**config.mk**
```make
export PLATFORM = sky130hd
export DESIGN_NAME = icmp_probe_reply_classifier
export DESIGN_NICKNAME = d
export VERILOG_FILES = /design/src/rtl/core/icpr_pkg.sv /design/src/rtl/core/icpr_parser.sv /design/src/rtl/core/icpr_queue.sv /design/src/rtl/core/icpr_result.sv /design/src/rtl/core/icmp_probe_reply_classifier.sv
export SDC_FILE = /design/constraint.sdc
export NUM_CORES = 1
export LEC_CHECK = 0
export BUFFER_PORTS_ARGS = -buffer_cell sky130_fd_sc_hd__buf_4
export CORE_ASPECT_RATIO = 1.5
export CORE_MARGIN = 2
export CORE_UTILIZATION = 30
export CTS_CLUSTER_SIZE = 12
export DETAILED_ROUTE_END_ITERATION = 8
export GPL_ROUTABILITY_DRIVEN = 0
export PLACE_DENSITY_LB_ADDON = 0.2
export SLEW_MARGIN = 20
export SYNTH_ARGS = -nofsm -noshare
export SYNTH_HDL_FRONTEND = slang
export SYNTH_HIERARCHICAL = 1
export SYNTH_SLANG_ARGS = --single-unit
```
**constraint.sdc**
```tcl
create_clock -name clk -period 8.2 [get_ports clk]
set_input_delay 1.64 -clock clk [delete_from_list [all_inputs] [get_ports clk]]
set_output_delay 1.64 -clock clk [all_outputs]
set_load 0.05 [all_outputs]
```
**src/rtl/core/icpr_pkg.sv**
```systemverilog
`timescale 1ns / 1ps
// ----------------------------------------------------------------------------
// ICMP probe reply classifier - shared definitions
// Types, constants and codes used by the parser, the queue and the result
// stage.
// ----------------------------------------------------------------------------
package icpr_pkg;

  localparam int MAX_PACKET_BYTES = 65535;
  localparam int OFF_W            = $clog2(MAX_PACKET_BYTES + 1);

  // Offset of the id low byte inside the packet; at most 132, 0 = unknown.
  localparam int FIELD_BASE_W = 8;

  // Depth of the result queue between parser and result stage (power of two).
  localparam int QUEUE_DEPTH = 4;
  localparam int QUEUE_AW    = $clog2(QUEUE_DEPTH);
  localparam int QUEUE_CW    = $clog2(QUEUE_DEPTH + 1);

  localparam logic [7:0] IP_PROTO_ICMP           = 8'd1;
  localparam logic [7:0] ICMP_TYPE_ECHO_REPLY    = 8'd0;
  localparam logic [7:0] ICMP_TYPE_TIME_EXCEEDED = 8'd11;
  localparam logic [3:0] MIN_HEADER_WORDS        = 4'd5;

  // Fixed byte offsets in the outer IPv4 header.
  localparam logic [OFF_W-1:0] OFF_PROTOCOL = OFF_W'(9);
  localparam logic [OFF_W-1:0] OFF_SRC_FIRST = OFF_W'(12);
  localparam logic [OFF_W-1:0] OFF_SRC_LAST  = OFF_W'(15);

  typedef enum logic [1:0] {
    KIND_OTHER         = 2'd0,
    KIND_ECHO          = 2'd1,
    KIND_TIME_EXCEEDED = 2'd2
  } kind_t;

  typedef enum logic {
    CFG_EXPECTED_ID = 1'b0,
    CFG_PROBE_TTL   = 1'b1
  } cfg_reg_t;

  // What the parser hands over at the last byte of a packet.
  typedef struct packed {
    logic        complete;
    kind_t       kind;
    logic [15:0] id;
    logic [15:0] seq;
    logic [31:0] addr;
  } reply_rec_t;

endpackage

```
**src/rtl/core/icpr_parser.sv**
```systemverilog
`timescale 1ns / 1ps
// ----------------------------------------------------------------------------
// ICMP probe reply classifier - packet parser
// Walks the packet one byte per item, captures the source address, the
// ICMP kind and the id and sequence bytes, and emits a record at the last
// byte.
// ----------------------------------------------------------------------------
module icpr_parser import icpr_pkg::*; (
  input  logic       clk,
  input  logic       rst,
  input  logic       in_valid,
  output logic       in_ready,
  input  logic [7:0] packet_byte,
  input  logic       last_byte,
  input  logic       queue_full,
  output logic       rec_push,
  output reply_rec_t rec
);

  logic [OFF_W-1:0]        byte_offset;
  logic [3:0]              outer_header_words;
  logic                    protocol_is_icmp;
  kind_t                   kind_seen;
  logic [FIELD_BASE_W-1:0] echo_field_base;
  logic [15:0]             captured_id;
  logic [15:0]             captured_seq;
  logic [31:0]             source_addr;

  logic [OFF_W-1:0]        byte_offset_next;
  logic [3:0]              outer_header_words_next;
  logic                    protocol_is_icmp_next;
  kind_t                   kind_seen_next;
  logic [FIELD_BASE_W-1:0] echo_field_base_next;
  logic [15:0]             captured_id_next;
  logic [15:0]             captured_seq_next;
  logic [31:0]             source_addr_next;

  logic                    accept;
  logic                    active;
  logic [5:0]              base;
  logic [OFF_W-1:0]        field_end;
  logic [OFF_W-1:0]        field_rel;

  assign in_ready = !queue_full;
  assign accept   = in_valid && in_ready;
  assign active   = byte_offset < OFF_W'(MAX_PACKET_BYTES);

  always_comb begin
    outer_header_words_next = outer_header_words;
    protocol_is_icmp_next   = protocol_is_icmp;
    kind_seen_next          = kind_seen;
    echo_field_base_next    = echo_field_base;
    captured_id_next        = captured_id;
    captured_seq_next       = captured_seq;
    source_addr_next        = source_addr;
    byte_offset_next        = byte_offset;
    base                    = {outer_header_words_next, 2'b00};
    field_end               = '0;
    field_rel               = '0;
    if (active) begin
      if (byte_offset == '0) begin
        outer_header_words_next = packet_byte[3:0];
        protocol_is_icmp_next   = 1'b0;
        kind_seen_next          = KIND_OTHER;
        echo_field_base_next    = '0;
        captured_id_next        = '0;
        captured_seq_next       = '0;
        source_addr_next        = '0;
      end
      if (byte_offset == OFF_PROTOCOL) begin
        protocol_is_icmp_next = (packet_byte == IP_PROTO_ICMP);
      end
      if (byte_offset >= OFF_SRC_FIRST && byte_offset <= OFF_SRC_LAST) begin
        source_addr_next = {source_addr_next[23:0], packet_byte};
      end
      base = {outer_header_words_next, 2'b00};
      if (outer_header_words_next >= MIN_HEADER_WORDS) begin
        if (byte_offset == OFF_W'(base) && protocol_is_icmp_next) begin
          if (packet_byte == ICMP_TYPE_ECHO_REPLY) begin
            kind_seen_next       = KIND_ECHO;
            echo_field_base_next = FIELD_BASE_W'(base) + FIELD_BASE_W'(4);
          end else if (packet_byte == ICMP_TYPE_TIME_EXCEEDED) begin
            kind_seen_next = KIND_TIME_EXCEEDED;
          end
        end
        // The inner header's own length nibble locates the embedded ICMP header.
        if (byte_offset == OFF_W'(base) + OFF_W'(8) &&
            kind_seen_next == KIND_TIME_EXCEEDED) begin
          echo_field_base_next = FIELD_BASE_W'(base) + FIELD_BASE_W'(12) +
                                 FIELD_BASE_W'({packet_byte[3:0], 2'b00});
        end
      end
      field_end = OFF_W'(echo_field_base_next) + OFF_W'(4);
      field_rel = byte_offset - OFF_W'(echo_field_base_next);
      if (echo_field_base_next != '0 &&
          byte_offset >= OFF_W'(echo_field_base_next) && byte_offset < field_end) begin
        unique case (field_rel[1:0])
          2'd0:    captured_id_next  = {captured_id_next[15:8], packet_byte};
          2'd1:    captured_id_next  = {packet_byte, captured_id_next[7:0]};
          2'd2:    captured_seq_next = {captured_seq_next[15:8], packet_byte};
          default: captured_seq_next = {packet_byte, captured_seq_next[7:0]};
        endcase
      end
      byte_offset_next = byte_offset + OFF_W'(1);
    end
  end

  assign rec_push      = accept && last_byte;
  assign rec.complete  = (echo_field_base_next != '0) &&
                         (byte_offset_next >= OFF_W'(echo_field_base_next) + OFF_W'(4));
  assign rec.kind      = kind_seen_next;
  assign rec.id        = captured_id_next;
  assign rec.seq       = captured_seq_next;
  assign rec.addr      = source_addr_next;

  always_ff @(posedge clk) begin
    if (rst) begin
      byte_offset        <= '0;
      outer_header_words <= '0;
      protocol_is_icmp   <= 1'b0;
      kind_seen          <= KIND_OTHER;
      echo_field_base    <= '0;
      captured_id        <= '0;
      captured_seq       <= '0;
      source_addr        <= '0;
    end else if (accept) begin
      byte_offset        <= last_byte ? '0 : byte_offset_next;
      outer_header_words <= outer_header_words_next;
      protocol_is_icmp   <= protocol_is_icmp_next;
      kind_seen          <= kind_seen_next;
      echo_field_base    <= echo_field_base_next;
      captured_id        <= captured_id_next;
      captured_seq       <= captured_seq_next;
      source_addr        <= source_addr_next;
    end
  end

`ifndef ASSERT_OFF
  // A known field position is only ever set together with a recognised kind.
  a_base_needs_kind: assert property (@(posedge clk) disable iff (rst)
    echo_field_base != '0 |-> kind_seen != KIND_OTHER)
    else $error("field position known without a recognised ICMP kind");
`endif

endmodule

```
**src/rtl/core/icpr_queue.sv**
```systemverilog
`timescale 1ns / 1ps
// ----------------------------------------------------------------------------
// ICMP probe reply classifier - record queue
// Short first-in first-out queue that decouples the parser from the result
// stage.
// ----------------------------------------------------------------------------
module icpr_queue import icpr_pkg::*; (
  input  logic       clk,
  input  logic       rst,
  input  logic       push,
  input  reply_rec_t push_rec,
  output logic       full,
  output logic       not_empty,
  input  logic       pop,
  output reply_rec_t pop_rec
);

  reply_rec_t             mem [QUEUE_DEPTH];
  logic [QUEUE_AW-1:0]    wr_ptr;
  logic [QUEUE_AW-1:0]    rd_ptr;
  logic [QUEUE_CW-1:0]    count;

  assign full      = (count == QUEUE_CW'(QUEUE_DEPTH));
  assign not_empty = (count != '0);
  assign pop_rec   = mem[rd_ptr];

  always_ff @(posedge clk) begin
    if (push) begin
      mem[wr_ptr] <= push_rec;
    end
  end

  always_ff @(posedge clk) begin
    if (rst) begin
      wr_ptr <= '0;
      rd_ptr <= '0;
      count  <= '0;
    end else begin
      if (push) begin
        wr_ptr <= wr_ptr + QUEUE_AW'(1);
      end
      if (pop) begin
        rd_ptr <= rd_ptr + QUEUE_AW'(1);
      end
      if (push && !pop) begin
        count <= count + QUEUE_CW'(1);
      end else if (pop && !push) begin
        count <= count - QUEUE_CW'(1);
      end
    end
  end

`ifndef ASSERT_OFF
  a_no_overflow: assert property (@(posedge clk) disable iff (rst)
    full |-> !push)
    else $error("record pushed into a full queue");

  a_no_underflow: assert property (@(posedge clk) disable iff (rst)
    !not_empty |-> !pop)
    else $error("record popped from an empty queue");
`endif

endmodule

```
**src/rtl/core/icpr_result.sv**
```systemverilog
`timescale 1ns / 1ps
// ----------------------------------------------------------------------------
// ICMP probe reply classifier - result stage
// Takes one parsed record, decides the match against the configured id and
// TTL, works out the probe index and holds the result until it is taken.
// ----------------------------------------------------------------------------
module icpr_result import icpr_pkg::*; (
  input  logic        clk,
  input  logic        rst,
  input  logic        rec_valid,
  input  reply_rec_t  rec,
  output logic        rec_pop,
  input  logic [7:0]  expected_id,
  input  logic [4:0]  probe_ttl,
  output logic        out_valid,
  input  logic        out_ready,
  output logic        matched,
  output logic [1:0]  reply_kind,
  output logic [1:0]  probe_index,
  output logic [31:0] responder_addr,
  output logic [15:0] reply_seq
);

  // Residue modulo three: four is one modulo three, so the two-bit digits
  // are summed and the small sum is folded once more.
  function automatic logic [1:0] mod3_16(input logic [15:0] v);
    logic [4:0] s;
    logic [2:0] t;
    s = '0;
    for (int i = 0; i < 8; i++) begin
      s = s + 5'(v[2*i +: 2]);
    end
    t = 3'(s[1:0]) + 3'(s[3:2]) + 3'(s[4]);
    if (t >= 3'd6) begin
      t = t - 3'd6;
    end else if (t >= 3'd3) begin
      t = t - 3'd3;
    end
    return t[1:0];
  endfunction

  logic [15:0] seq;
  logic [6:0]  ttl_times3;
  logic [16:0] seq_minus;
  logic        ttl_hit;
  logic        match_now;

  assign seq        = rec.complete ? rec.seq : '0;
  assign ttl_times3 = {1'b0, probe_ttl, 1'b0} + 7'(probe_ttl);
  assign seq_minus  = {1'b0, seq} - 17'(ttl_times3);
  // seq / 3 equals the TTL exactly when seq lies in [3*ttl, 3*ttl + 2].
  assign ttl_hit    = !seq_minus[16] && (seq_minus[15:0] <= 16'd2);
  assign match_now  = rec.complete && (rec.kind != KIND_OTHER) &&
                      (rec.id == {8'h00, expected_id}) && ttl_hit;

  assign rec_pop = rec_valid && (!out_valid || out_ready);

  always_ff @(posedge clk) begin
    if (rst) begin
      out_valid <= 1'b0;
    end else if (rec_pop) begin
      out_valid <= 1'b1;
    end else if (out_ready) begin
      out_valid <= 1'b0;
    end
  end

  always_ff @(posedge clk) begin
    if (rec_pop) begin
      matched        <= match_now;
      reply_kind     <= rec.kind;
      probe_index    <= mod3_16(seq);
      responder_addr <= rec.addr;
      reply_seq      <= seq;
    end
  end

`ifndef ASSERT_OFF
  a_match_has_kind: assert property (@(posedge clk) disable iff (rst)
    out_valid && matched |-> reply_kind != KIND_OTHER)
    else $error("match reported for a reply of no known kind");

  a_index_in_range: assert property (@(posedge clk) disable iff (rst)
    out_valid |-> probe_index != 2'd3)
    else $error("probe index out of range");
`endif

endmodule

```
**src/rtl/core/icmp_probe_reply_classifier.sv**
```systemverilog
`timescale 1ns / 1ps
// ----------------------------------------------------------------------------
// ICMP probe reply classifier - top level
// Matches received IPv4 packets against the current round of traceroute
// probes.
// ----------------------------------------------------------------------------
// Usage:
// Packet bytes enter on the input channel (in_valid, in_ready, packet_byte,
// last_byte), one item per byte; last_byte marks the final byte of a packet.
// One result item per packet leaves on the output channel (out_valid,
// out_ready) carrying matched, reply_kind, probe_index, responder_addr and
// reply_seq. The cfg channel writes expected_id (index 0) and probe_ttl
// (index 1); cfg_ready is always high and writes belong to idle periods.
// Throughput is one byte per cycle while the queue is not full. The parser
// hands the record of a packet to a four-entry queue when its last byte is
// accepted, and the result stage registers it from there once its output
// is free.
// If the receiver stalls, up to four results wait in the queue besides the
// one on the outputs; in_ready then drops until a result is taken.
// Reset (rst, synchronous) empties the queue, clears out_valid and the
// parse state, and sets expected_id to 0 and probe_ttl to 1.
// ----------------------------------------------------------------------------
module icmp_probe_reply_classifier import icpr_pkg::*; (
  input  logic        clk,
  input  logic        rst,
  input  logic        in_valid,
  output logic        in_ready,
  input  logic [7:0]  packet_byte,
  input  logic        last_byte,
  output logic        out_valid,
  input  logic        out_ready,
  output logic        matched,
  output logic [1:0]  reply_kind,
  output logic [1:0]  probe_index,
  output logic [31:0] responder_addr,
  output logic [15:0] reply_seq,
  input  logic        cfg_valid,
  output logic        cfg_ready,
  input  logic        cfg_index,
  input  logic [7:0]  cfg_data
);

  logic [7:0] expected_id;
  logic [4:0] probe_ttl;

  logic       queue_full;
  logic       queue_not_empty;
  logic       rec_push;
  logic       rec_pop;
  reply_rec_t push_rec;
  reply_rec_t pop_rec;

  assign cfg_ready = 1'b1;

  always_ff @(posedge clk) begin
    if (rst) begin
      expected_id <= 8'd0;
      probe_ttl   <= 5'd1;
    end else if (cfg_valid) begin
      unique case (cfg_reg_t'(cfg_index))
        CFG_EXPECTED_ID: expected_id <= cfg_data;
        CFG_PROBE_TTL:   probe_ttl   <= cfg_data[4:0];
        default:         ;
      endcase
    end
  end

  icpr_parser u_parser (
    .clk         (clk),
    .rst         (rst),
    .in_valid    (in_valid),
    .in_ready    (in_ready),
    .packet_byte (packet_byte),
    .last_byte   (last_byte),
    .queue_full  (queue_full),
    .rec_push    (rec_push),
    .rec         (push_rec)
  );

  icpr_queue u_queue (
    .clk       (clk),
    .rst       (rst),
    .push      (rec_push),
    .push_rec  (push_rec),
    .full      (queue_full),
    .not_empty (queue_not_empty),
    .pop       (rec_pop),
    .pop_rec   (pop_rec)
  );

  icpr_result u_result (
    .clk            (clk),
    .rst            (rst),
    .rec_valid      (queue_not_empty),
    .rec            (pop_rec),
    .rec_pop        (rec_pop),
    .expected_id    (expected_id),
    .probe_ttl      (probe_ttl),
    .out_valid      (out_valid),
    .out_ready      (out_ready),
    .matched        (matched),
    .reply_kind     (reply_kind),
    .probe_index    (probe_index),
    .responder_addr (responder_addr),
    .reply_seq      (reply_seq)
  );

endmodule

```
Yosys cells after proc, flatten, opt, wreduce, memory -nomap -nowiden
Memories as Yosys holds them, arrays and structs flattened. A register that Yosys moved wholly into a read port is not among the register bits.
Index checks and enable logic that the tools add are counted.
W data, S select, Z words.
- register bits after elaboration: 169
- bits in writable memories: 268
- output and inout bits: 56
- memories kept: 1
- $add $sub $neg: 25
- $lt $le $gt $ge: 10
- equal/unequal tests: 10
- mux-type cells: 44
- bitwise logic cells: 1
- reductions and logical operators: 34
- memories (memory ; words ; bits a word ; rd ports ; clocked after memory_dff ; wr ports ; RTL line ; RTL):
    u_queue.mem ; 4 ; 67 ; 1 ; 1 ; 1 ; icpr_queue.sv:18 ; reply_rec_t mem [QUEUE_DEPTH];
- operator list (kind ; count):
    $mux W16 ; 9
    $mux W32 ; 3
    $pmux W16 S2 ; 2
    $mux W8 ; 7
    $add A5 B2 Y5 ; 6
    $mux W2 ; 12
    $add A8 B3 Y9 const B ; 2
    $sub A16 B7 Y17 ; 1
    $add A16 B1 Y16 const B ; 1
    $eq A16 B4 Y1 const B ; 1
    $eq A16 B6 Y1 ; 1
    $eq A16 B7 Y1 ; 1
    $eq A16 B8 Y1 ; 1
    $ge A16 B16 Y1 ; 1
    $ge A16 B4 Y1 const B ; 1
    $ge A16 B8 Y1 ; 1
    $le A16 B2 Y1 const B ; 1
    $le A16 B4 Y1 const B ; 1
    $logic_not A16 Y1 ; 1
    $lt A16 B16 Y1 const B ; 1
    $lt A16 B9 Y1 ; 1
    $reduce_bool A8 Y1 ; 2
    $logic_and A1 B1 Y1 ; 15
    $add A6 B4 Y7 const B ; 2
    other kinds (30) ; 50

Longest topological paths before layout
Gate-level depths: netlist of run 1.
- word-level depth: 19
- mapped depth: 34
- mapped depth without buffers: 29

By module
The synthesis of run 1 kept the hierarchy.
- modules (own cells, without submodules) (module ; times used ; cells an instance ; area an instance (sq um)):
    icpr_queue ; 1 ; 394 ; 10132.2
    icpr_parser ; 1 ; 969 ; 7238.2
    icpr_result ; 1 ; 230 ; 2981.6
    icmp_probe_reply_classifier ; 1 ; 54 ; 565.5

Worst setup path before layout of run 1
Ideal clock, no wire load.
- path type: input to register
- start point: input port out_ready
- end point: register u_queue.count[2]
- library setup time: 0.070 ns
- arrival time: 7.022 ns
- setup slack: 1.108 ns
- stages: 9
- path buffers: 0
- cells stage by stage: inv_1 -> a21boi_0 -> inv_1 -> ha_1 -> inv_1 -> fa_1 -> xor2_1 -> or3_1 -> a21oi_1
- cells in the longest elaborated chain, start to end: 5
- elaborated cells between the ends (all ways): 7
- classes of those cells: mux: 1; reduce/logical: 6
- RTL lines (item ; RTL line ; RTL):
    start, declared ; icmp_probe_reply_classifier.sv:31 ; input logic out_ready,
    $logic_or A1 B1 Y1 * ; icpr_result.sv:56 ; assign rec_pop = rec_valid && (!out_valid || out_ready);
    $logic_and A1 B1 Y1 * ; icpr_result.sv:56 ;
    via rec_pop ; icmp_probe_reply_classifier.sv:49 ; logic rec_pop;
    $logic_not A1 Y1 ; icpr_queue.sv:45 ; if (push && !pop) begin
    $logic_and A1 B1 Y1 ; icpr_queue.sv:45 ;
    $mux W3 / $reduce_bool A2 Y1 (equally long branches) ; n/a ;
    end signal, assigned ; icpr_queue.sv:46 ; count <= count + QUEUE_CW'(1);
    end signal, assigned ; icpr_queue.sv:48 ; count <= count - QUEUE_CW'(1);
    end, declared ; icpr_queue.sv:21 ; logic [QUEUE_CW-1:0] count;
Mark *: on every way through the listed nets, which the timed path passes. The rest lies on a longest branch.
A chain may end at the register's enable or synchronous reset.

==> results of run 1 <==
-- power breakdown --
| part | switching [mW] | internal (mW) | leakage (nW) |
|---|---|---|---|
| registers | 0.122 | 2.79 | 3.86 |
| logic | 2.61 | 1.73 | 3.43 |
| clock network | 0.907 | 1.19 | 0.733 |
| total | 3.64 | 5.70 | 8.03 |
-- registers in the layout, indices dropped and copies added (netlist names), named ones only --
signal	cells
u_queue/mem	268
u_parser/source_addr	32
u_result/responder_addr	32
u_parser/byte_offset	16
u_parser/captured_id	16
u_parser/captured_seq	16
u_result/reply_seq	16
expected_id	8
u_parser/echo_field_base	8
probe_ttl	5
u_parser/outer_header_words	4
u_queue/count	3
u_parser/kind_seen	2
u_queue/rd_ptr	2
u_queue/wr_ptr	2
u_result/probe_index	2
u_result/reply_kind	2
u_parser/protocol_is_icmp	1
u_result/matched	1
u_result/out_valid	1
-- cell type report --
class,count,area [um2]
inverter,74,278
multi-input combinational,1041,8190
clock buffer,70,1320
tap,900,1130
clock inverter,17,201
fill,6790,45200
sequential,439,12000
timing repair buffer,108,811
-- worst reg2reg max path, delay by kind of cell (launching register included) --
kind | cells | cell delay (ns)
AO/OA/AOI/OAI | 10 | 2.29
XOR/XNOR | 1 | 0.15
adder cells (fa/ha/maj) | 3 | 0.79
buffers and inverters | 4 | 0.70
flip-flops | 1 | 0.37
multiplexers | 1 | 0.42
AND/OR/NAND/NOR | 9 | 2.12
-- stage by stage --
step | instance area [um2] | instances | hold slack (ns)
finish | 23900 | 2649 | 0.454
CTS | 23900 | 2649 | 0.454
global route | 23900 | 2649 | 0.472
detailed placement | 22400 | 2562 | 0.446
global placement | 22400 | 2562 | 0.441
floorplan | 20900 | 1647 | 0.436
-- worst max path at each step --
stage / startpoint / end / slack (ns) / depth (start not counted)
finish: u_parser/byte_offset[0]$_SDFFE_PP0P_ / u_queue/mem[1][50]$_DFFE_PP_ / 1.14 / 28
global route: u_parser/byte_offset[0]$_SDFFE_PP0P_ / u_queue/mem[1][49]$_DFFE_PP_ / 0.64 / 28
CTS: u_parser/byte_offset[0]$_SDFFE_PP0P_ / u_queue/mem[1][50]$_DFFE_PP_ / 1.17 / 28
detailed placement: packet_byte[1] / u_queue/mem[3][55]$_DFFE_PP_ / 0.91 / 26
global placement: packet_byte[1] / u_queue/mem[0][52]$_DFFE_PP_ / 1.04 / 26
floorplan: out_ready / u_queue/count[2]$_SDFFE_PP0P_ / 1.11 / 9
-- synthesized netlist by cell type, types with 8 or more instances --
| cell | count |
|---|---|
| sky130_fd_sc_hd__nand2_1 | 210 |
| sky130_fd_sc_hd__and2_1 | 19 |
| sky130_fd_sc_hd__nand3_1 | 17 |
| sky130_fd_sc_hd__mux2i_1 | 71 |
| sky130_fd_sc_hd__nand4_1 | 14 |
| sky130_fd_sc_hd__xor2_1 | 16 |
| sky130_fd_sc_hd__a22o_1 | 8 |
| sky130_fd_sc_hd__o21ai_0 | 29 |
| sky130_fd_sc_hd__dfxtp_1 | 118 |
| sky130_fd_sc_hd__clkbuf_1 | 59 |
| sky130_fd_sc_hd__o211ai_1 | 66 |
| sky130_fd_sc_hd__nor3_1 | 27 |
| sky130_fd_sc_hd__nor2b_1 | 41 |
| sky130_fd_sc_hd__a21oi_1 | 79 |
| sky130_fd_sc_hd__a21o_1 | 11 |
| sky130_fd_sc_hd__nand2b_1 | 25 |
| sky130_fd_sc_hd__buf_2 | 12 |
| sky130_fd_sc_hd__inv_1 | 72 |
| sky130_fd_sc_hd__mux4_2 | 67 |
| sky130_fd_sc_hd__nor4_1 | 9 |
| sky130_fd_sc_hd__ha_1 | 59 |
| sky130_fd_sc_hd__xnor2_1 | 22 |
| sky130_fd_sc_hd__edfxtp_1 | 321 |
| sky130_fd_sc_hd__fa_1 | 20 |
| sky130_fd_sc_hd__a211oi_1 | 10 |
| sky130_fd_sc_hd__nor2_1 | 96 |
-- cells by family after synthesis --
| kind of cell | share of synthesized area, % |
|---|---|
| xor+xnor | 1.59 |
| compound gates | 8.55 |
| simple gates | 12.3 |
| fa+ha+maj | 5.49 |
| other cells | 0.0179 |
| buf+inv | 3.76 |
| mux | 10.9 |
| flops | 57.4 |
-- per-layer routing --
metal | vias to the layer above | track usage (%)
li1 | 6223 | -
met2 | 257 | 26.8
met4 | 0 | 4.84
met3 | 77 | 2.31
met1 | 6584 | 18.0
met5 | - | 0
==> summary.md, run 1 <==
| Metric | Value |
|---|---|
| Synthesized net count | about 1.7k |
| Dominant register cell in the synthesized netlist | sky130_fd_sc_hd__edfxtp_1 |
| Area leader, netlist | sky130_fd_sc_hd__edfxtp_1 |
| Destination of the worst hold path | u_parser/source_addr[31]$_SDFFE_PP0P_ |
| Setup tns final | 0 ns |
| Post-layout utilization of the core | between 30% and 40% |
| Total power of the final layout | roughly 9.3 mW |
| Slowest CP cell | sky130_fd_sc_hd__o21a_1 |
| Ranking of synthesized cells by area | sky130_fd_sc_hd__edfxtp_1 46%, sky130_fd_sc_hd__dfxtp_1 11%, sky130_fd_sc_hd__mux4_2 7.2% |
| Clock transition at the registers of the reported paths | ~0.060 ns |
| Run status | complete, no violations |
| Global routing usage summed across all routing layers | ~15% |
| Post-cts hold buffer count | 0 |
| Placed wire-length estimate after detailed placement | 35300 um |
| Post-detailed-route count of antenna-violating nets | 0 |
| Ys async rst share | 0% |
| NumNets Final | 1813 |
| Maximum number of pins on one net before global-route repair | 74 |
| Count of buffers inserted at the top-level ports | just under 80 |
| Sink Count | between 400 and 500 |
| Synthesized area per cell | around 13 um2 |
| Antenna violations before repair | 0 |
| Cell count after synthesis | between 1.5k and 2k |
| DR DRC count | 0 |
| R2R depth | 28 |
| Vias in the first global route | about 13k |
| I/O pin count | 79 |
| Number of flops mapped to enable cells by yosys | between 300 and 400 |
| Critical path data required time | 8.58 ns |
| Power density of the placed cells | 390 nW/um2 |
| Wire length reported by the detailed router | about 53000 um |
| Leakage dissipation | 8.03 nW |
| CP Class | reg2reg |
| Share of synthesized area occupied by flip-flops and latches | 57.4% |
| Final period util | 86.1% |
| Terminus of the critical flop-to-flop path | u_queue/mem[1][50]$_DFFE_PP_ |
| Worst-path maximum fanout | 11 |
| Synth Warn # | 6 |
| Delay of the slowest critical-path stage | 0.53 ns |
| Min-Delay Path Depth | 2 |
| Flop-to-flop setup slack | approximately 1.1 ns |
| Sort of element at the start of the critical path | register |
| Yosys cell types | between 80 and 90 |
| First-pass GRT wire length | 81600 um |
| Later-pin clock latency in the skew report | 0.63 ns |
| Maximum clock rate | between 100 and 150 MHz |
| Post-synthesis cell area | between 20000 and 25000 um2 |
| Via count | roughly 13k |
| Initial drt markers | around 750 |
| Met2 Routed Length | ~28000 um |
| CP arrival | between 7 and 8 ns |
| Highest metal layer with signal wires | met4 |
| Site row count | 118 |
| Max-cap viol count | 0 |
| Resized cells post-CTS | 0 |
| Starting utilization of the core area | a little under a third |
| Setup repair after global routing missed its margin | false |
| Cell family with most CP delay | compound AO/OA/AOI/OAI gates |
| Maximum clock insertion buffer count | 3 |
| Router iterations before antenna repair | 5 |
| Endpoints failing setup | 0 |
| VDD IR max | roughly 1.3 mV |
| GRT Residual Overflow | 0 |
| WL met1 | 21900 um |
| Slew at the pin closest to its max-slew limit | approximately 1.1 ns |
| Ratio of cells with drive above 1 in the final layout | 16.4% |
| CTS HTree Levels | 2 |
| Horizontal die dimension | approximately 220 um |
| Clk_skew | 0.0398 ns |
| Detailed route wirelength on metal3 | 2020 um |
| CTS tree | done |
| Synth Register Bits | around 440 |
| Detail-routed net length per standard cell | between 15 and 20 um |
| Full die area | a little over 70000 um2 |
| Layout overhead on the synthesized area | 14.4% |
| Setup bufs post-CTS | 0 |
| Number of diodes added for antenna fixing | 0 |
| Fin. Hold Viols | 0 |
| Launch point of the worst reg-to-reg path | u_parser/byte_offset[0]$_SDFFE_PP0P_ |
| Total count of max-transition violations in the final report | 0 |
| Top cell type's share of synthesized area | between 40 and 50% |
| CP endpoint kind | register |
| Hold crit path type | reg2reg |
| Hold path start | u_parser/source_addr[31]$_SDFFE_PP0P_ |
| Commonest non-fill, non-tap cell in the layout | sky130_fd_sc_hd__edfxtp_1 |
| Fin worst setup slack | about 1.1 ns |
| Sum of buffers and inverters on the critical path | 4 |
| Crit path top cell by count | sky130_fd_sc_hd__a21o_1 |
| Clock buffers created by TritonCTS | 47 |
| Top library cells by usage in the layout, fill and taps aside | 321 x sky130_fd_sc_hd__edfxtp_1, 209 x sky130_fd_sc_hd__nand2_1, 116 x sky130_fd_sc_hd__dfxtp_1 |
| Core Region | 69100 um2 |
| Via count normalized by instance count | just under 5 |
| Max-slew headroom | between 20% and 30% |
| CTS root buf | sky130_fd_sc_hd__clkbuf_16 |
| Time the final worst path needs with I/O delays and setup | 7.06 ns |
| Pre-CTS setup slack | 0.912 ns |
| Die Height | around 330 um |
No activity file was read; power rests on OpenSTA's default activity.
==> run 2, diff against run 1 <==
--- a/config.mk
+++ b/config.mk
@@ -8,7 +8,7 @@
 export BUFFER_PORTS_ARGS = -buffer_cell sky130_fd_sc_hd__buf_4
 export CORE_ASPECT_RATIO = 1.5
 export CORE_MARGIN = 2
-export CORE_UTILIZATION = 30
+export CORE_UTILIZATION = 62
 export CTS_CLUSTER_SIZE = 12
 export DETAILED_ROUTE_END_ITERATION = 8
 export GPL_ROUTABILITY_DRIVEN = 0
==> run 2 against run 1 <==
  * First-iteration DRC count is 33% higher
  * Sequential power hardly changed
  * Final area is 3.5% lower
  * Via count is 1.9% higher
  * Sequential cell count stayed put
  * Maximum frequency is 5.6% lower
  * Clock skew is 0.019 ns lower
  * Critical path depth is 2 lower
  * Clock power is 10% lower
  * Global-route usage is 12 points higher
  * Core utilization is 35 points higher
  * Highest routed layer unchanged
==> summary.md, run 2 (synthesized netlist as in run 1, its figures left out) <==
| Metric | Value |
|---|---|
| Run status | complete, no violations (unchanged) |
| Worst-path maximum fanout | 12 (was 11) |
| Total count of max-transition violations in the final report | 0 (unchanged) |
| Die Height | 229 um (was 327 um) |
| Slew at the pin closest to its max-slew limit | 1.03 ns (was 1.06 ns) |
| Resized cells post-CTS | 0 (unchanged) |
| Later-pin clock latency in the skew report | 0.56 ns (was 0.63 ns) |
| I/O pin count | 79 (unchanged) |
| Vias in the first global route | 13.6k (was 13.4k) |
| Global routing usage summed across all routing layers | 26.5% (was 14.9%) |
| Via count normalized by instance count | 6.20 (was 4.96) |
| Register with the most flip-flops | u_queue/mem (unchanged) |
| Total power of the final layout | 9.12 mW (was 9.34 mW) |
| Setup repair after global routing missed its margin | false (unchanged) |
| CTS root buf | sky130_fd_sc_hd__clkbuf_16 (unchanged) |
| Max-cap viol count | 0 (unchanged) |
| Clk_skew | 0.0212 ns (was 0.0398 ns) |
| Router iterations before antenna repair | 5 (unchanged) |
| Worst hold margin | 0.465 ns (was 0.454 ns) |
| Horizontal die dimension | 154 um (was 220 um) |
| Endpoints failing setup | 0 (unchanged) |
| GRT Residual Overflow | 0 (unchanged) |
| Maximum number of pins on one net before global-route repair | 76 (was 74) |
| Maximum clock rate | 134 MHz (was 142 MHz) |
| Number of diodes added for antenna fixing | 0 (unchanged) |
| Maximum clock insertion buffer count | 3 (unchanged) |
| Clock buffers created by TritonCTS | 44 (was 47) |
| Top library cells by usage in the layout, fill and taps aside | 321 x sky130_fd_sc_hd__edfxtp_1, 209 x sky130_fd_sc_hd__nand2_1, 116 x sky130_fd_sc_hd__dfxtp_1 (unchanged) |
| Detail-routed net length per standard cell | 21.3 um (was 20.0 um) |
| Antenna violations before repair | 0 (unchanged) |
| Post-detailed-route count of antenna-violating nets | 0 (unchanged) |
| CP endpoint kind | register (unchanged) |
| First-pass GRT wire length | 73700 um (was 81600 um) |
| NumNets Final | 1806 (was 1813) |
| Sink Count | 439 (unchanged) |
| Wire length reported by the detailed router | 46000 um (was 52900 um) |
| Initial drt markers | 1000 (was 754) |
| Clock transition at the registers of the reported paths | 0.06 ns (about the same) |
| Core Region | 33300 um2 (was 69100 um2) |
| Site row count | 82 (was 118) |
| Time the final worst path needs with I/O delays and setup | 7.47 ns (was 7.06 ns) |
| Commonest non-fill, non-tap cell in the layout | sky130_fd_sc_hd__edfxtp_1 (unchanged) |
| CP Class | reg2reg (unchanged) |
| Summed area of non-filler cells in the final layout | 23100 um2 (was 23900 um2) |
| Setup bufs post-CTS | 0 (unchanged) |
| Post-cts hold buffer count | 0 (unchanged) |
| Sort of element at the start of the critical path | register (unchanged) |
| Fin worst setup slack | 0.726 ns (was 1.14 ns) |
| CP arrival | 7.81 ns (was 7.43 ns) |
| Placed wire-length estimate after detailed placement | 30100 um (was 35300 um) |
| Ratio of cells with drive above 1 in the final layout | 15.4% (was 16.4%) |
| Full die area | 35300 um2 (was 71900 um2) |
| Max reg flops | 268 (unchanged) |
| Placed Area | 21800 um2 (was 22400 um2) |
| Fin. Hold Viols | 0 (unchanged) |
| Setup tns final | 0 ns (unchanged) |
| Max-slew headroom | 31.3% (was 29.3%) |
| Count of buffers inserted at the top-level ports | 77 (unchanged) |
| Critical path data required time | 8.54 ns (was 8.58 ns) |
| CTS HTree Levels | 2 (unchanged) |
| Flop-to-flop setup slack | 0.73 ns (was 1.14 ns) |
| Via count | 13.4k (was 13.1k) |
| Power density of the placed cells | 395 nW/um2 (was 390 nW/um2) |
| Leakage dissipation | 7.91 nW (was 8.03 nW) |
| Starting utilization of the core area | 62.7% (was 30.3%) |
| DR DRC count | 0 (unchanged) |
| CTS tree | done (unchanged) |
| Final period util | 91.1% (was 86.1%) |
| Hold crit path type | reg2reg (unchanged) |
| Layout overhead on the synthesized area | 10.4% (was 14.4%) |
| Leading registers by flop count | u_queue/mem (268), u_parser/source_addr (32), u_result/responder_addr (32) (unchanged) |
| Pre-CTS setup slack | 0.791 ns (was 0.912 ns) |
| VDD IR max | 1.47 mV (was 1.29 mV) |
## run 2: through the flow
stage	instances	util (%)
3_5_place_dp	2078	65.3
3_3_place_gp	2078	65.3
6_report	2159	69.2
4_1_cts	2159	69.2
5_1_grt	2159	69.2
2_1_floorplan	1647	-
## run 2: worst paths after layout
kind,start,endpoint,cells past startpoint
worst max register to register,u_parser/byte_offset[0]$_SDFFE_PP0P_,u_queue/mem[2][53]$_DFFE_PP_,26
worst max-delay path,u_parser/byte_offset[0]$_SDFFE_PP0P_,u_queue/mem[2][53]$_DFFE_PP_,26
worst min register to register,u_parser/source_addr[27]$_SDFFE_PP0P_,u_parser/source_addr[27]$_SDFFE_PP0P_,2
worst min-delay path,u_parser/source_addr[27]$_SDFFE_PP0P_,u_parser/source_addr[27]$_SDFFE_PP0P_,2
## run 2: layout make-up
class,instances,area [um2]
flip-flops and latches,439,12000
multi-input cells,1041,8170
fillers,2265,10300
repair buffers,104,781
clock buffers,74,1220
clock inverters,7,105
well taps,420,526
inverters,74,278
## run 2: power breakdown
group          internal, mW  total (mW)  switching, mW
Combinational          1.72        4.33           2.61
Clock                  1.08        1.88          0.803
Sequential             2.78        2.90          0.119
## run 2: worst max-delay path, stage by stage, from the launching register on
cell and delay [ns]:
sky130_fd_sc_hd__dfxtp_1 0.37, sky130_fd_sc_hd__inv_1 0.14, sky130_fd_sc_hd__ha_1 0.20, sky130_fd_sc_hd__nor4b_1 0.42, sky130_fd_sc_hd__nand4_1 0.58, sky130_fd_sc_hd__a21oi_1 0.57, sky130_fd_sc_hd__ha_1 0.25, sky130_fd_sc_hd__nand2b_1 0.08
sky130_fd_sc_hd__a21oi_1 0.39, sky130_fd_sc_hd__mux2i_1 0.30, sky130_fd_sc_hd__nand2_1 0.18, sky130_fd_sc_hd__nand2_1 0.09, sky130_fd_sc_hd__nor2_1 0.22, sky130_fd_sc_hd__and2_1 0.15, sky130_fd_sc_hd__ha_1 0.14, sky130_fd_sc_hd__inv_1 0.05
sky130_fd_sc_hd__fa_1 0.40, sky130_fd_sc_hd__a21o_1 0.20, sky130_fd_sc_hd__a21o_1 0.17, sky130_fd_sc_hd__a21o_1 0.18, sky130_fd_sc_hd__a21o_1 0.17, sky130_fd_sc_hd__a21o_1 0.17, sky130_fd_sc_hd__a21oi_1 0.20, sky130_fd_sc_hd__nor2_1 0.13
sky130_fd_sc_hd__nor4_4 0.49, sky130_fd_sc_hd__o21a_1 0.63, sky130_fd_sc_hd__mux2i_1 0.39
## run 2: metal layers
| metal | part of all wire (%) | GRT usage (%) | vias to the layer above |
|---|---|---|---|
| met5 | 0 | 0 | - |
| met4 | 4.4 | 11.8 | 0 |
| met3 | 5.1 | 3.24 | 127 |
| met2 | 51 | 45.5 | 449 |
| met1 | 40 | 34.0 | 6619 |
| li1 | - | - | 6201 |
==> run 3, diff against run 2 <==
--- a/config.mk
+++ b/config.mk
@@ -7,12 +7,12 @@
 export LEC_CHECK = 0
 export BUFFER_PORTS_ARGS = -buffer_cell sky130_fd_sc_hd__buf_4
 export CORE_ASPECT_RATIO = 1.5
-export CORE_MARGIN = 2
-export CORE_UTILIZATION = 62
+export CORE_UTILIZATION = 50
 export CTS_CLUSTER_SIZE = 12
 export DETAILED_ROUTE_END_ITERATION = 8
 export GPL_ROUTABILITY_DRIVEN = 0
 export PLACE_DENSITY_LB_ADDON = 0.2
+export RECOVER_POWER = 100
 export SLEW_MARGIN = 20
 export SYNTH_ARGS = -nofsm -noshare
 export SYNTH_HDL_FRONTEND = slang
==> run 3 against run 2 <==
  * The run now ends with capacitance limit, slew limit left
  * Largest cell class unchanged
  * Highest routed layer unchanged
  * Register-to-register slack worse by 0.15 ns
  * Largest power group unchanged
  * Sequential share of layout area is 0.12 points higher
  * Setup slack got worse by 0.15 ns
==> summary.md, run 3 (synthesized netlist as in run 1, its figures left out) <==
| Metric | Value |
|---|---|
| Sort of element at the start of the critical path | register (unchanged) |
| Post-detailed-route count of antenna-violating nets | 0 (unchanged) |
| Full die area | 42700 um2 (was 35300 um2) |
| Setup repair after global routing missed its margin | false (unchanged) |
| Commonest non-fill, non-tap cell in the layout | sky130_fd_sc_hd__edfxtp_1 (unchanged) |
| Area taken by multi-input logic gates | 8130 um2 (was 8170 um2) |
| Fin. Hold Viols | 0 (unchanged) |
| Count of buffers inserted at the top-level ports | 77 (unchanged) |
| VDD IR max | 0.972 mV (was 1.47 mV) |
| CTS root buf | sky130_fd_sc_hd__clkbuf_16 (unchanged) |
| Critical path data required time | 8.55 ns (was 8.54 ns) |
| Detail-routed net length per standard cell | 20.5 um (was 21.3 um) |
| Total count of max-transition violations in the final report | 494 (was 0) |
| Vias in the first global route | 13.3k (was 13.6k) |
| Number of fillers in the final layout | 3427 (was 2265) |
| Wire length reported by the detailed router | 47100 um (was 46000 um) |
| Starting utilization of the core area | 50.7% (was 62.7%) |
| Clock buffers created by TritonCTS | 44 (unchanged) |
| Portion of total power attributed to sequential cells | 32.0% (was 31.8%) |
| Fraction of power spent switching nets | 39.8% (was 38.7%) |
| Net load switching power | 3.62 mW (was 3.53 mW) |
| DR DRC count | 0 (unchanged) |
| Initial drt markers | 1009 (was 1000) |
| Register with the most flip-flops | u_queue/mem (unchanged) |
| Post-cts hold buffer count | 0 (unchanged) |
| Max-cap viol count | 10 (was 0) |
| Router iterations before antenna repair | 5 (unchanged) |
| I/O pin count | 79 (unchanged) |
| Maximum number of pins on one net before global-route repair | 75 (was 76) |
| Horizontal die dimension | 169 um (was 154 um) |
| Core Region | 41200 um2 (was 33300 um2) |
| R2R depth | 27 (was 26) |
| First-pass GRT wire length | 73700 um (about the same) |
| Endpoints failing setup | 0 (unchanged) |
| Max-slew headroom | -163% (was 31.3%) |
| Slew at the pin closest to its max-slew limit | 3.94 ns (was 1.03 ns) |
| Leakage dissipation | 7.67 nW (was 7.91 nW) |
| Time the final worst path needs with I/O delays and setup | 7.63 ns (was 7.47 ns) |
| NumNets Final | 1808 (was 1806) |
| Clk_skew | 0.0278 ns (was 0.0212 ns) |
| Placed wire-length estimate after detailed placement | 30600 um (was 30100 um) |
| Min-Delay Path Depth | 2 (unchanged) |
| Final period util | 93.0% (was 91.1%) |
| Internal Power | 5.47 mW (was 5.59 mW) |
| CTS tree | done (unchanged) |
| Maximum clock insertion buffer count | 3 (unchanged) |
| Combinational group share of total power | 47.1% (was 47.5%) |
| Power density of the placed cells | 395 nW/um2 (about the same) |
| Clock transition at the registers of the reported paths | 0.06 ns (about the same) |
| Worst-path maximum fanout | 12 (unchanged) |
| Resized cells post-CTS | 0 (unchanged) |
| Site row count | 91 (was 82) |
| CTS HTree Levels | 2 (unchanged) |
| Worst hold margin | 0.459 ns (was 0.465 ns) |
| GRT Residual Overflow | 0 (unchanged) |
| CP Class | reg2reg (unchanged) |
| Max reg flops | 268 (unchanged) |
| Global routing usage summed across all routing layers | 22.4% (was 26.5%) |
| CP arrival | 7.97 ns (was 7.81 ns) |
| Die Height | 253 um (was 229 um) |
| Storage cell area | 12000 um2 (about the same) |
| Setup tns final | 0 ns (unchanged) |
| Via count | 13.4k (about the same) |
| Via count normalized by instance count | 5.81 (was 6.20) |
| Later-pin clock latency in the skew report | 0.57 ns (was 0.56 ns) |
| Number of diodes added for antenna fixing | 0 (unchanged) |
| Leading registers by flop count | u_queue/mem (268), u_parser/source_addr (32), u_result/responder_addr (32) (unchanged) |
| Antenna violations before repair | 0 (unchanged) |
| Run status | finished, violations left (was complete, no violations) |
| Layout overhead on the synthesized area | 10.1% (was 10.4%) |
| Top library cells by usage in the layout, fill and taps aside | 321 x sky130_fd_sc_hd__edfxtp_1, 209 x sky130_fd_sc_hd__nand2_1, 117 x sky130_fd_sc_hd__dfxtp_1 (was 321 x sky130_fd_sc_hd__edfxtp_1, 209 x sky130_fd_sc_hd__nand2_1, 116 x sky130_fd_sc_hd__dfxtp_1) |
| Clock network power share | 20.9% (was 20.7%) |
| Violated checks | capacitance limit, slew limit |
| Setup bufs post-CTS | 0 (unchanged) |
| CP endpoint kind | register (unchanged) |
| Maximum clock rate | 131 MHz (was 134 MHz) |
| Sink Count | 439 (unchanged) |
| Hold crit path type | reg2reg (unchanged) |
| Ratio of cells with drive above 1 in the final layout | 11.4% (was 15.4%) |
==> run 3: changes by cell type in the layout (fill, tap and decap cells not counted), sizes merged <==
cell / delta
inv: -1
clkinv: +4
bufinv: -1
buf: -65
clkbuf: +66
==> run 3: critical path: stages (launching register included) <==
cell,delay (ns)
sky130_fd_sc_hd__dfxtp_1,0.39
sky130_fd_sc_hd__inv_1,0.13
sky130_fd_sc_hd__ha_1,0.20
sky130_fd_sc_hd__nor4b_1,0.41
sky130_fd_sc_hd__nand4_1,0.48
sky130_fd_sc_hd__mux2i_1,0.51
sky130_fd_sc_hd__inv_1,0.12
sky130_fd_sc_hd__ha_1,0.21
sky130_fd_sc_hd__nand2b_1,0.15
sky130_fd_sc_hd__a21oi_1,0.41
sky130_fd_sc_hd__mux2i_1,0.32
sky130_fd_sc_hd__nand2_1,0.19
sky130_fd_sc_hd__nand2_1,0.08
sky130_fd_sc_hd__nor2_1,0.23
sky130_fd_sc_hd__and2_1,0.17
sky130_fd_sc_hd__ha_1,0.13
sky130_fd_sc_hd__inv_1,0.04
sky130_fd_sc_hd__fa_1,0.39
sky130_fd_sc_hd__a21o_1,0.20
sky130_fd_sc_hd__a21o_1,0.17
sky130_fd_sc_hd__a21o_1,0.17
sky130_fd_sc_hd__a21o_1,0.17
sky130_fd_sc_hd__a21o_1,0.17
sky130_fd_sc_hd__a21oi_1,0.21
sky130_fd_sc_hd__nor2_1,0.14
sky130_fd_sc_hd__nor4_4,0.51
sky130_fd_sc_hd__o21a_1,0.66
sky130_fd_sc_hd__mux2i_1,0.43
==> run 3: final timing paths <==
kind / start / end / slack [ns]
hold reg to reg: u_parser/source_addr[25]$_SDFFE_PP0P_ / u_parser/source_addr[25]$_SDFFE_PP0P_ / 0.46
hold / removal: u_parser/source_addr[25]$_SDFFE_PP0P_ / u_parser/source_addr[25]$_SDFFE_PP0P_ / 0.46
setup / recovery: u_parser/byte_offset[1]$_SDFFE_PP0P_ / u_queue/mem[0][34]$_DFFE_PP_ / 0.57
setup reg to reg: u_parser/byte_offset[1]$_SDFFE_PP0P_ / u_queue/mem[0][34]$_DFFE_PP_ / 0.57
==> run 3: layout make-up <==
cell class / instances / share of cell area, %
Timing Repair Buffer: 106 / 2.46
Clock inverter: 9 / 0.527
Sequential cell: 439 / 52.1
Tap cell: 558 / 3.03
Multi-Input combinational cell: 1041 / 35.3
Clock buffer: 73 / 5.35
Inverter: 74 / 1.21
==> run 3: power by group through the flow <==
stage	Clock (mW)	Combinational (mW)	Sequential (mW)
CTS	1.95	4.39	2.90
finish	1.90	4.28	2.91
global route	2.03	4.76	2.93
detailed placement	0	4.38	2.94
floorplan	0	2.90	3.42
global placement	0	4.13	2.94
==> run 3: per-stage QoR <==
step | instances | power, mW | utilization, % | cell area (um2) | setup slack (ns)
2_1_floorplan | 1647 | 6.32 | - | 20900 | 1.11
3_3_place_gp | 2218 | 7.07 | 53.3 | 22000 | 0.897
3_5_place_dp | 2218 | 7.32 | 53.3 | 22000 | 0.689
4_1_cts | 2300 | 9.23 | 56.6 | 23300 | 0.666
5_1_grt | 2300 | 9.72 | 55.9 | 23000 | 0.0291
6_report | 2300 | 9.09 | 55.9 | 23000 | 0.572
==> run 3: metal layers <==
| layer | part of all wire, % | wire (um) | track usage, % |
|---|---|---|---|
| met4 | 2.3 | 1100 | 6.87 |
| met2 | 52 | 24600 | 40.4 |
| met1 | 41 | 19300 | 27.9 |
| met3 | 4.4 | 2080 | 2.88 |
| met5 | 0 | 0 | 0 |
